<file path="config.mk">
export PLATFORM = sky130hd
export DESIGN_NAME = rgb_to_hsv_top
export DESIGN_NICKNAME = d
export VERILOG_FILES = /design/src/rtl/core/rth_pkg.sv /design/src/rtl/core/rgb_to_hsv_top.sv /design/src/rtl/core/rth_prep.sv /design/src/rtl/core/rth_div_cell.sv
export SDC_FILE = /design/constraint.sdc
export NUM_CORES = 1
export LEC_CHECK = 0
export ABC_AREA = 1
export BUFFER_PORTS_ARGS = -buffer_cell sky130_fd_sc_hd__buf_2
export CAP_MARGIN = 10
export CORE_MARGIN = 5
export CORE_UTILIZATION = 55
export DETAILED_ROUTE_END_ITERATION = 8
export HOLD_SLACK_MARGIN = 0.02
export PLACE_DENSITY = 0.71
export SYNTH_ARGS = -nofsm -noshare
export SYNTH_HDL_FRONTEND = slang
export SYNTH_SLANG_ARGS = --single-unit
</file>
<file path="constraint.sdc">
create_clock -name clk -period 6.3 [get_ports clk]
set_clock_uncertainty 0.1 [all_clocks]
set_input_delay 0.945 -clock clk [delete_from_list [all_inputs] [get_ports clk]]
set_output_delay 0.945 -clock clk [all_outputs]
set_load 0.1 [all_outputs]
</file>
<file path="src/rtl/core/rth_pkg.sv">
// Shared types and constants for the RGB to HSV converter.
package rth_pkg;

  localparam int COMPONENT_BITS    = 8;
  localparam int HUE_FRACTION_BITS = 4;

  localparam int FULL_SCALE  = (2 ** COMPONENT_BITS) - 1;
  localparam int DEG_SECTOR  = 60;
  localparam int DEG_FULL    = 360;
  localparam int HUE_SCALE   = DEG_SECTOR * (2 ** HUE_FRACTION_BITS);
  localparam int HUE_LIMIT   = DEG_FULL * (2 ** HUE_FRACTION_BITS);
  localparam int HUE_QUOT_W  = $clog2(HUE_LIMIT);
  localparam int HUE_W       = HUE_QUOT_W + 1;
  localparam int SAT_W       = COMPONENT_BITS;

  // Quotient bits produced by the divider chain; one bit per cell.
  localparam int STEPS  = (HUE_QUOT_W > COMPONENT_BITS) ? HUE_QUOT_W : COMPONENT_BITS;
  // Dividend width seen by the chain: remainder bits above the quotient bits.
  localparam int EXT_W  = STEPS + COMPONENT_BITS;
  // Sector numerator holds up to six times the full scale.
  localparam int NUM_W  = COMPONENT_BITS + 3;

  typedef struct packed {
    logic [COMPONENT_BITS-1:0] red;
    logic [COMPONENT_BITS-1:0] green;
    logic [COMPONENT_BITS-1:0] blue;
  } pixel_t;

  typedef struct packed {
    logic signed [HUE_W-1:0]   hue;
    logic [SAT_W-1:0]          saturation;
    logic [COMPONENT_BITS-1:0] brightness;
  } hsv_t;

  typedef struct packed {
    logic [COMPONENT_BITS-1:0] divisor;
    logic [COMPONENT_BITS-1:0] rem;
    logic [STEPS-1:0]          acc;
  } div_lane_t;

  typedef struct packed {
    logic                      valid;
    logic                      black;
    logic                      gray;
    logic [COMPONENT_BITS-1:0] brightness;
  } cell_ctl_t;

  typedef struct packed {
    cell_ctl_t ctl;
    div_lane_t sat;
    div_lane_t hue;
  } cell_data_t;

endpackage

</file>
<file path="src/rtl/core/rgb_to_hsv_top.sv">
// Top level of the RGB to HSV converter: front end, divider cell chain, output register.
//
// Usage. A pixel transaction is offered on pixel (red, green, blue) with start
// high; it is taken at any rising edge where start is high and busy is low.
// busy is held low at all times, so a new pixel may be offered on every clock.
// Each result (hue, saturation, brightness) appears on hsv for exactly one
// cycle, flagged by done, and is taken once its pixel has passed through the
// front end registers, each of the thirteen division cells and the output
// register. Results leave in the order the pixels arrived.
// Throughput is one pixel per clock; it is set by the cell chain, where each
// cell resolves one quotient bit of both divisions and hands the partial
// remainders on to its neighbour every cycle.
// The receiver has no way to hold results back, and none is needed: nothing
// in the chain ever waits.
// Reset is synchronous and active high. It clears the valid flags along the
// whole chain, so no stray done pulse follows reset; the data registers are
// not cleared and carry no meaning until a pixel flows through them.
// Black gives hue and saturation of zero; any other grey gives a hue of all
// ones (minus one) with zero saturation.
module rgb_to_hsv_top
  import rth_pkg::*;
(
  input  logic   clk,
  input  logic   rst,
  input  logic   start,
  output logic   busy,
  input  pixel_t pixel,
  output logic   done,
  output hsv_t   hsv
);

  // The pipeline never stalls, so transactions are always welcome.
  assign busy = 1'b0;

  // Stage boundaries of the divider chain: entry zero is fed by the front end
  // and entry STEPS holds fully resolved quotients.
  cell_data_t chain [STEPS+1];

  rth_prep u_prep (
    .clk   (clk),
    .rst   (rst),
    .start (start),
    .pixel (pixel),
    .lane  (chain[0])
  );

  for (genvar i = 0; i < STEPS; i++) begin : g_cell
    rth_div_cell u_cell (
      .clk  (clk),
      .rst  (rst),
      .din  (chain[i]),
      .dout (chain[i+1])
    );
  end

  // Final formatting: the special cases for black and grey override the
  // quotients, which are meaningless there since a divisor is zero.
  cell_data_t tail;
  hsv_t       hsv_next;

  always_comb begin
    tail                = chain[STEPS];
    hsv_next.brightness = tail.ctl.brightness;
    if (tail.ctl.black) begin
      hsv_next.hue        = '0;
      hsv_next.saturation = '0;
    end else if (tail.ctl.gray) begin
      hsv_next.hue        = '1;
      hsv_next.saturation = '0;
    end else begin
      hsv_next.hue        = HUE_W'(tail.hue.acc);
      hsv_next.saturation = SAT_W'(tail.sat.acc);
    end
  end

  always_ff @(posedge clk) begin
    if (rst) begin
      done <= 1'b0;
    end else begin
      done <= tail.ctl.valid;
    end
    hsv <= hsv_next;
  end

endmodule

</file>
<file path="src/rtl/core/rth_prep.sv">
// Front end: finds max, min and sector, and forms both divider operands.
module rth_prep
  import rth_pkg::*;
(
  input  logic       clk,
  input  logic       rst,
  input  logic       start,
  input  pixel_t     pixel,
  output cell_data_t lane
);

  typedef enum logic [1:0] {
    MAX_RED,
    MAX_GREEN,
    MAX_BLUE
  } max_sel_t;

  // First stage registers.
  cell_ctl_t                 ctl_a;
  logic [COMPONENT_BITS-1:0] delta_a;
  logic [COMPONENT_BITS-1:0] absdiff_a;
  logic                      pos_ge_a;
  max_sel_t                  which_a;

  logic [COMPONENT_BITS-1:0] mx, mn, pos, neg;
  max_sel_t                  which;

  always_comb begin
    mx    = pixel.red;
    which = MAX_RED;
    if (pixel.green > mx) begin
      mx    = pixel.green;
      which = MAX_GREEN;
    end
    if (pixel.blue > mx) begin
      mx    = pixel.blue;
      which = MAX_BLUE;
    end
    mn = pixel.red;
    if (pixel.green < mn) mn = pixel.green;
    if (pixel.blue < mn)  mn = pixel.blue;
    case (which)
      MAX_RED: begin
        pos = pixel.green;
        neg = pixel.blue;
      end
      MAX_GREEN: begin
        pos = pixel.blue;
        neg = pixel.red;
      end
      MAX_BLUE: begin
        pos = pixel.red;
        neg = pixel.green;
      end
      default: begin
        pos = '0;
        neg = '0;
      end
    endcase
  end

  always_ff @(posedge clk) begin
    if (rst) begin
      ctl_a.valid <= 1'b0;
    end else begin
      ctl_a.valid <= start;
    end
    ctl_a.black      <= (mx == '0);
    ctl_a.gray       <= (mx == mn) && (mx != '0);
    ctl_a.brightness <= mx;
    delta_a          <= mx - mn;
    pos_ge_a         <= (pos >= neg);
    absdiff_a        <= (pos >= neg) ? (pos - neg) : (neg - pos);
    which_a          <= which;
  end

  // Second stage: sector numerator, then the two dividends.
  logic [NUM_W-1:0] d_ext, sector_term, num;
  logic [EXT_W-1:0] sat_divd, hue_divd;

  always_comb begin
    d_ext = NUM_W'(delta_a);
    case (which_a)
      MAX_RED:   sector_term = pos_ge_a ? '0 : ((d_ext << 2) + (d_ext << 1));
      MAX_GREEN: sector_term = d_ext << 1;
      MAX_BLUE:  sector_term = d_ext << 2;
      default:   sector_term = '0;
    endcase
    num = pos_ge_a ? (sector_term + NUM_W'(absdiff_a))
                   : (sector_term - NUM_W'(absdiff_a));
    sat_divd = (EXT_W'(delta_a) << COMPONENT_BITS) - EXT_W'(delta_a);
    hue_divd = EXT_W'(num) * EXT_W'(HUE_SCALE);
  end

  always_ff @(posedge clk) begin
    if (rst) begin
      lane.ctl.valid <= 1'b0;
    end else begin
      lane.ctl.valid <= ctl_a.valid;
    end
    lane.ctl.black      <= ctl_a.black;
    lane.ctl.gray       <= ctl_a.gray;
    lane.ctl.brightness <= ctl_a.brightness;
    lane.sat.divisor    <= ctl_a.brightness;
    lane.sat.rem        <= sat_divd[EXT_W-1:STEPS];
    lane.sat.acc        <= sat_divd[STEPS-1:0];
    lane.hue.divisor    <= delta_a;
    lane.hue.rem        <= hue_divd[EXT_W-1:STEPS];
    lane.hue.acc        <= hue_divd[STEPS-1:0];
  end

endmodule

</file>
<file path="src/rtl/core/rth_div_cell.sv">
// One restoring division step for the saturation and hue dividers.
module rth_div_cell
  import rth_pkg::*;
(
  input  logic       clk,
  input  logic       rst,
  input  cell_data_t din,
  output cell_data_t dout
);

  logic [COMPONENT_BITS:0] sat_trial, hue_trial;
  logic                    sat_ge, hue_ge;
  div_lane_t               sat_next, hue_next;

  always_comb begin
    sat_trial = {din.sat.rem, din.sat.acc[STEPS-1]};
    hue_trial = {din.hue.rem, din.hue.acc[STEPS-1]};
    sat_ge    = (sat_trial >= {1'b0, din.sat.divisor});
    hue_ge    = (hue_trial >= {1'b0, din.hue.divisor});

    sat_next.divisor = din.sat.divisor;
    sat_next.rem     = sat_ge ? COMPONENT_BITS'(sat_trial - {1'b0, din.sat.divisor})
                              : COMPONENT_BITS'(sat_trial);
    sat_next.acc     = {din.sat.acc[STEPS-2:0], sat_ge};

    hue_next.divisor = din.hue.divisor;
    hue_next.rem     = hue_ge ? COMPONENT_BITS'(hue_trial - {1'b0, din.hue.divisor})
                              : COMPONENT_BITS'(hue_trial);
    hue_next.acc     = {din.hue.acc[STEPS-2:0], hue_ge};
  end

  always_ff @(posedge clk) begin
    if (rst) begin
      dout.ctl.valid <= 1'b0;
    end else begin
      dout.ctl.valid <= din.ctl.valid;
    end
    dout.ctl.black      <= din.ctl.black;
    dout.ctl.gray       <= din.ctl.gray;
    dout.ctl.brightness <= din.ctl.brightness;
    dout.sat            <= sat_next;
    dout.hue            <= hue_next;
  end

endmodule
</file>
==> results.py, run 1 <==
metrics = {
    "run_status": {
        "status": "completed",
    },
    "yosys": {
        "ys_seq_elements": 756,
        "yosys_warnings": 0,
        "synth_area_um2": 29900,
        "synth_top_area_frac": 0.506,
        "synth_area_leaders": "dfxtp_1 (51%), ha_1 (12%), inv_1 (5.9%), nor2_1 (4.5%), a21oi_1 (4.3%)",
        "synth_ff_type": "dfxtp_1",
        "synth-edff-count": 0,
        "yosys-top-cells-count": "dfxtp_1 (756), inv_1 (473), nor2_1 (355)",
        "async_flop_share": 0,
        "syn_inst": 3102,
        "avgSynthCellArea_um2": 9.63,
        "yosysMostFrequentCell": "dfxtp_1",
        "yosysSeqAreaShare": 0.506,
        "ys_types": 57,
        "yosysTopAreaCell": "dfxtp_1",
    },
    "cts": {
        "cts_buffers": 75,
        "cts_root_buf": "clkbuf_16",
        "cts.htree.levels": 3,
        "clkLatencyLatePin_ps": 600,
        "cts_buffer_depth": 3,
        "clk_pin_slew_ps": 60,
        "clock-sinks": 756,
        "cts_tree": "built",
    },
    "global_route": {
        "overflow": 0,
        "grt_pass1_wl_mm": 91.7,
        "grt_pass1_vias": 20600,
        "grt_antenna_before_repair": 0,
        "grt_usage": 0.181,
        "grt_max_degree": 26,
    },
    "critical_path": {
        "timing.rr.end": "u_prep.lane[20]$_DFF_P_",
        "end_kind": "flop",
        "r2r_start": "u_prep.delta_a[3]$_DFF_P_",
        "worstPathArrival_ps": 6260,
        "required_ps": 6720,
        "reg2reg_depth": 27,
        "crit_start": "u_prep.delta_a[3]$_DFF_P_",
        "startpoint_type": "flop",
        "crit_type": "reg2reg",
        "crit_fanout": 5,
        "r2r_slack_ps": 460,
    },
    "placed_design": {
        "dp_hpwl_mm": 39.9,
        "port_buffers": 57,
        "dp_slack_ps": 228,
        "globalplace.congestion": 0.869,
    },
    "detailed_routing": {
        "drc": 0,
        "wirelength_mm": 53.3,
        "vias_per_cell": 5.01,
        "vias": 19900,
        "drt_iter0_drc": 720,
        "drtAntennaViolNets": 0,
        "drt_pass1_iterations": 5,
        "wl_per_cell_um": 13.4,
    },
    "floorplanning": {
        "start_util": 0.555,
        "core_um2": 53800,
        "rows": 85,
        "die_h_um": 243,
        "io_pins": 59,
        "dieWidth_um": 243,
        "die-area_um2": 59100,
    },
    "timing": {
        "hold_viol": 0,
        "timing.slew.headroom": 0.537,
        "rsz0062_at_grt": "no",
        "tightest_slew_ps": 693,
        "fin_crit_ps": 5840,
        "drv_slew": 0,
        "clock.fmax_ghz": 0.171,
        "setup_viol": 0,
        "tns_ps": 0,
        "worst_slack_ps": 464,
        "fin_crit_sh": 0.926,
    },
    "finish": {
        "antenna_cells": 0,
        "multi_input_area_um2": 12700,
        "syn_to_final_growth_pct": 12.3,
        "layout-drive-gt1-share": 0.0850,
        "regArea_um2": 15100,
        "nets": 3580,
        "fillCellCount": 4340,
        "fin_util": 0.623,
    },
    "min_path": {
        "min_path_type": "reg2reg",
        "hp-start": "g_cell[4].u_cell.dout[37]$_DFF_P_",
        "whs_endpoint": "g_cell[5].u_cell.dout[38]$_DFF_P_",
        "hold_path_depth": 0,
    },
    "run": {
        "max_cap_viol_count": 0,
    },
}
## placed cells by master, fill, tap and decap left out, drive strengths merged, types with 67 or more instances in the layout
master  count
nor2      358
buf        67
ha        297
a21oi     270
o21ai     142
inv       483
clkbuf    104
dfxtp     756
xor2      132
nand2     294
## cell type report
cell class / instances / share of cell area
timing repair buffer: 67 / 0.0107
clock inverter: 35 / 0.0164
multi-input combinational: 1824 / 0.378
clock buffer: 104 / 0.0637
sequential: 756 / 0.451
tap: 696 / 0.0260
inverter: 484 / 0.0542
## worst max-delay path, cell delays in order, from the launching register on
cell and delay [ps]:
dfxtp_1 430, inv_1 170, ha_1 360, a21oi_1 180, nand2_1 100, o21ai_0 160, o221ai_1 150, ha_1 360
a21oi_1 160, nand2_1 70, a21oi_1 190, o21ai_0 100, a21o_1 180, xor2_1 270, inv_2 130, fa_1 540
inv_1 60, fa_1 500, inv_1 40, ha_1 340, a21oi_1 160, o21ai_0 110, a21oi_1 250, o21ai_0 180
a21oi_1 150, nor2_1 50, nor2_1 120, xnor2_1 140
## cell families (layout without fill, tap and decap cells)
group / count (synthesis) / count (layout) / synth area share
simple gates: 766 / 766 / 0.106
xor+xnor: 181 / 181 / 0.0531
other cells: 1 / 2 / 0.000125
fa+ha+maj: 345 / 345 / 0.157
compound gates: 523 / 523 / 0.105
flops: 756 / 756 / 0.506
mux: 7 / 7 / 0.00243
buf+inv: 523 / 690 / 0.0699
## sequential cells by signal, indices dropped and copies added (netlist names)
| signal | cells |
|---|---|
| u_prep.which_a | 2 |
| u_prep.pos_ge_a | 1 |
| u_prep.absdiff_a | 8 |
| g_cell.u_cell.dout | 645 |
| u_prep.delta_a | 8 |
| done | 1 |
| u_prep.lane | 50 |
| u_prep.ctl_a | 11 |
| hsv | 30 |
## how the worst max path moves through the flow
stage	end	slack, ps	cells past startpoint
after floorplan	u_prep.absdiff_a[6]$_DFF_P_	820	32
after global placement	u_prep.absdiff_a[6]$_DFF_P_	310	28
after detailed placement	u_prep.absdiff_a[6]$_DFF_P_	230	28
after CTS	u_prep.lane[20]$_DFF_P_	390	27
after global routing	u_prep.lane[19]$_DFF_P_	9	26
final	u_prep.lane[20]$_DFF_P_	460	27
## per-layer routing
layer,up-vias,GRT usage,part of all wire
met4,0,0.0664,0.025
met2,325,0.355,0.54
li1,10200,-,-
met3,92,0.0284,0.033
met5,-,0,0
met1,9246,0.196,0.40
## through the flow
| stage | hold WS, ps | area [um^2] | instances |
|---|---|---|---|
| finish | 203 | 33500 | 3966 |
| global route | 216 | 33500 | 3966 |
| CTS | 200 | 33500 | 3966 |
| detailed placement | 212 | 30800 | 3827 |
| global placement | 210 | 30800 | 3827 |
| floorplan | 210 | 29900 | 3103 |
## timing repair
| action | in CTS | in global routing |
|---|---|---|
| resized for setup | 0 | 3 |
| buffers inserted | 0 | 0 |
| endpoints found under the setup margin | 0 | 2 |
| hold buffers | 0 | 0 |
Power of run 1 is not shown: default switching activity piles up to over one toggle a cycle in this logic, so the estimate is an artifact.
==> run 2: changes to the inputs <==
Settings changed: GPL_ROUTABILITY_DRIVEN set to 0, SYNTH_HIERARCHICAL set to 1.
==> run 2 against run 1 <==
  * Sequential share of layout area decreased by 1.6 points
  * First-iteration DRC count grew 61%
  * Cell count increased by 38%
  * Critical path type unchanged
  * Non-clock buffer count is 8 lower
  * Setup slack better by 110 ps
  * Largest cell class unchanged
==> results.py, run 2 <==
metrics = {
    "detailed_routing": {
        "wirelength_mm": 66.4,
        "drt_pass1_iterations": 8,
        "vias": 26200,
        "drc": 0,
        "drt_iter0_drc": 1159,
        "drtAntennaViolNets": 0,
        "wl_per_cell_um": 12.1,
        "vias_per_cell": 4.78,
    },
    "critical_path": {
        "worstPathArrival_ps": 6170,
        "crit_path_frequent_cell": "inv_1",
        "slowest_delay_ps": 550,
        "crit_type": "reg2reg",
        "end_kind": "flop",
        "crit_fanout": 6,
        "critical-path-top-delay-family": "adder cells",
        "slowest_stage": "fa_1",
        "required_ps": 6750,
        "startpoint_type": "flop",
        "crit_buf_inv": 5,
    },
    "yosys": {
        "avgSynthCellArea_um2": 8.78,
        "synth_area_um2": 38400,
        "syn_inst": 4378,
        "yosys_warnings": 6,
    },
    "timing": {
        "hold_viol": 0,
        "clock.fmax_ghz": 0.175,
        "tightest_slew_ps": 678,
        "hold_ws_ps": 213,
        "rsz0062_at_grt": "no",
        "timing.slew.headroom": 0.548,
        "tns_ps": 0,
        "fin_crit_sh": 0.908,
        "fin_crit_ps": 5720,
        "setup_viol": 0,
        "drv_slew": 0,
    },
    "cts": {
        "clkLatencyLatePin_ps": 630,
        "cts_setup_buffers": 0,
        "clk_pin_slew_ps": 60,
        "cts_buffers": 89,
        "cts_buffer_depth": 3,
        "cts_tree": "built",
        "cts_root_buf": "clkbuf_16",
        "cts-resized-gates": 0,
        "cts_hold_buf": 0,
        "clock-sinks": 921,
        "cts.htree.levels": 3,
    },
    "run_status": {
        "status": "completed",
    },
    "finish": {
        "antenna_cells": 0,
        "fillCellCount": 5949,
        "largest_reg_flops": 810,
        "nets": 4843,
        "regMostFlops": "g_cell.u_cell/dout",
        "final_common_cell": "nand2_1",
        "layout-drive-gt1-share": 0.104,
        "layout_common_cells": "nand2_1 (1127), dfxtp_1 (921), inv_1 (708)",
        "largestRegisters": "g_cell.u_cell/dout: 810 flops, u_prep/lane: 50 flops, hsv: 30 flops",
        "syn_to_final_growth_pct": 10.2,
    },
    "placed_design": {
        "dp_hpwl_mm": 50.9,
        "port_buffers": 57,
    },
    "global_route": {
        "overflow": 0,
        "grt_max_degree": 19,
        "grt_antenna_before_repair": 0,
        "grt_pass1_wl_mm": 114,
        "grt_usage": 0.178,
        "grt_pass1_vias": 25400,
    },
    "floorplanning": {
        "io_pins": 59,
        "start_util": 0.552,
        "dieWidth_um": 274,
        "rows": 97,
        "die-area_um2": 75300,
        "core_um2": 69700,
        "die_h_um": 274,
    },
    "min_path": {
        "min_path_type": "reg2reg",
    },
    "run": {
        "max_cap_viol_count": 0,
    },
}
## run 2: cell type report
| class | instances | area [um^2] | share of cell area |
|---|---|---|---|
| clock buffers | 116 | 2470 | 0.0584 |
| clock inverters | 42 | 515 | 0.0122 |
| inverters | 743 | 2790 | 0.0659 |
| multi-input cells | 2657 | 16600 | 0.393 |
| flip-flops and latches | 921 | 18400 | 0.436 |
| well taps | 940 | 1180 | 0.0278 |
| repair buffers | 59 | 300 | 0.00709 |
## run 2: layer usage
metal	vias to the layer above	GRT usage	routed length, um
li1	13800	-	-
met2	472	0.330	33400
met1	11800	0.205	28300
met3	131	0.0284	2610
met5	-	0	0
met4	0	0.0696	2090
## run 2: worst paths after layout
check / from / end / slack, ps / cells after the start
setup / recovery: u_prep/delta_a[2]$_DFF_P_ / u_prep/lane[20]$_DFF_P_ / 580 / 29
hold / removal: u_prep/ctl_a[2]$_DFF_P_ / u_prep/lane[52]$_DFF_P_ / 210 / 0
setup reg to reg: u_prep/delta_a[2]$_DFF_P_ / u_prep/lane[20]$_DFF_P_ / 580 / 29
hold reg to reg: u_prep/ctl_a[2]$_DFF_P_ / u_prep/lane[52]$_DFF_P_ / 210 / 0
## run 2: metrics by stage
stage / setup WS [ps] / utilization / cell area (um^2) / cells
after floorplan: 908 / - / 38400 / 4384
after global placement: 459 / 0.565 / 39300 / 5320
after detailed placement: 281 / 0.565 / 39300 / 5320
after CTS: 555 / 0.608 / 42300 / 5478
after global routing: 8.66 / 0.608 / 42300 / 5478
final: 577 / 0.608 / 42300 / 5478
Power of run 2 is left out for the same reason.
==> run 3: changes to the inputs <==
Settings changed: RECOVER_POWER set to 100.
==> run 3 against run 2 <==
  * Worst hold slack improved by 2.0 ps
  * Core utilization fell by 0.71 points
  * Sequential share of layout area rose by 0.52 points
  * Register-to-register slack barely moved
  * Final area fell by 1.2%
  * Clock-buffer cell count did not move
  * Via count rose by 0.11%
  * Highest routed layer unchanged
  * Maximum frequency fell by 3.1%
==> results.py, run 3 (synthesis results as in run 2) <==
metrics = {
    "run_status": {
        "status": "completed",
    },
    "detailed_routing": {
        "wirelength_mm": 66.5,
        "wl_per_cell_um": 12.1,
        "drt_pass1_iterations": 7,
        "drc": 0,
        "drt_iter0_drc": 1148,
        "vias_per_cell": 4.79,
        "drtAntennaViolNets": 0,
        "vias": 26200,
    },
    "critical_path": {
        "crit_fanout": 18,
        "startpoint_type": "primary input",
        "slowest_stage": "nand2_1",
        "required_ps": 6710,
        "worstPathArrival_ps": 6320,
        "slowest_delay_ps": 590,
        "critical-path-top-delay-family": "simple AND/OR/NAND/NOR gates",
        "crit_buf_inv": 5,
        "r2r_start": "u_prep/delta_a[2]$_DFF_P_",
        "crit_type": "in2reg",
        "crit_start": "pixel[21]",
        "end_kind": "flop",
    },
    "timing": {
        "hold_viol": 0,
        "clock.fmax_ghz": 0.169,
        "fin_crit_sh": 0.938,
        "timing.slew.headroom": 0.172,
        "tightest_slew_ps": 1250,
        "tns_ps": 0,
        "fin_crit_ps": 5910,
        "setup_viol": 0,
        "rsz0062_at_grt": "no",
        "drv_slew": 0,
    },
    "finish": {
        "regMostFlops": "g_cell.u_cell/dout",
        "nets": 4843,
        "final_common_cell": "nand2_1",
        "layout-drive-gt1-share": 0.0815,
        "regArea_um2": 18400,
        "multi_input_area_um2": 16200,
        "syn_to_final_growth_pct": 8.88,
        "fillCellCount": 6042,
        "largest_reg_flops": 810,
        "layout_common_cells": "nand2_1 (1163), dfxtp_1 (921), inv_1 (710)",
        "largestRegisters": "g_cell.u_cell/dout: 810 flops, u_prep/lane: 50 flops, hsv: 30 flops",
        "antenna_cells": 0,
    },
    "cts": {
        "cts-resized-gates": 0,
        "cts_root_buf": "clkbuf_16",
        "clkLatencyLatePin_ps": 630,
        "cts_tree": "built",
        "clock-sinks": 921,
        "clk_pin_slew_ps": 60,
        "cts_buffer_depth": 3,
        "cts.htree.levels": 3,
        "cts_hold_buf": 0,
        "cts_setup_buffers": 0,
        "cts_buffers": 89,
    },
    "global_route": {
        "grt_usage": 0.178,
        "grt_antenna_before_repair": 0,
        "grt_pass1_vias": 25400,
        "grt_max_degree": 19,
        "overflow": 0,
        "grt_pass1_wl_mm": 114,
    },
    "floorplanning": {
        "rows": 97,
        "die-area_um2": 75300,
        "start_util": 0.552,
        "core_um2": 69700,
        "dieWidth_um": 274,
        "die_h_um": 274,
        "io_pins": 59,
    },
    "min_path": {
        "hp-start": "u_prep/ctl_a[2]$_DFF_P_",
        "min_path_type": "reg2reg",
    },
    "placed_design": {
        "dp_hpwl_mm": 50.9,
        "port_buffers": 57,
    },
    "run": {
        "max_cap_viol_count": 0,
    },
}
## run 3: layout make-up
class,count,area share
inverter,743,0.0667
sequential,921,0.441
clock buffer,116,0.0591
tap,940,0.0281
clock inverter,42,0.0123
multi-input combinational,2657,0.387
timing repair buffer,59,0.00613
## run 3: worst register-to-register path, delay by kind of cell (launching register included)
kind	cells	cell delay (ps)
buffers and inverters	5	480
xor gates and xnor gates	2	430
adders and majority gates	5	2140
and+or+nand+nor	9	870
AOI/OAI and AO/OA	8	1200
DFF	1	430
## run 3: path summary, 6_finish.rpt
| kind | endpoint | slack (ps) | cells after the start |
|---|---|---|---|
| max | u_prep/absdiff_a[6]$_DFF_P_ | 390 | 28 |
| min | u_prep/lane[52]$_DFF_P_ | 220 | 0 |
| max reg2reg | u_prep/lane[20]$_DFF_P_ | 580 | 29 |
| min reg2reg | u_prep/lane[52]$_DFF_P_ | 220 | 0 |
## run 3: metal layers
metal	global-route usage	vias to the layer above	part of all wire
li1	-	13800	-
met1	0.205	11800	0.43
met2	0.330	467	0.50
met3	0.0284	136	0.039
met4	0.0696	0	0.032
met5	0	-	0
## run 3: through the flow
step / setup WS [ps] / std cells / cell area [um^2] / hold WS (ps) / util
after floorplan: 908 / 4384 / 38400 / 210 / -
after global placement: 459 / 5320 / 39300 / 210 / 0.565
after detailed placement: 281 / 5320 / 39300 / 212 / 0.565
after CTS: 555 / 5478 / 42300 / 216 / 0.608
after global routing: 7.08 / 5478 / 41800 / 216 / 0.601
final: 391 / 5478 / 41800 / 215 / 0.601
Power of run 3 is left out for the same reason.
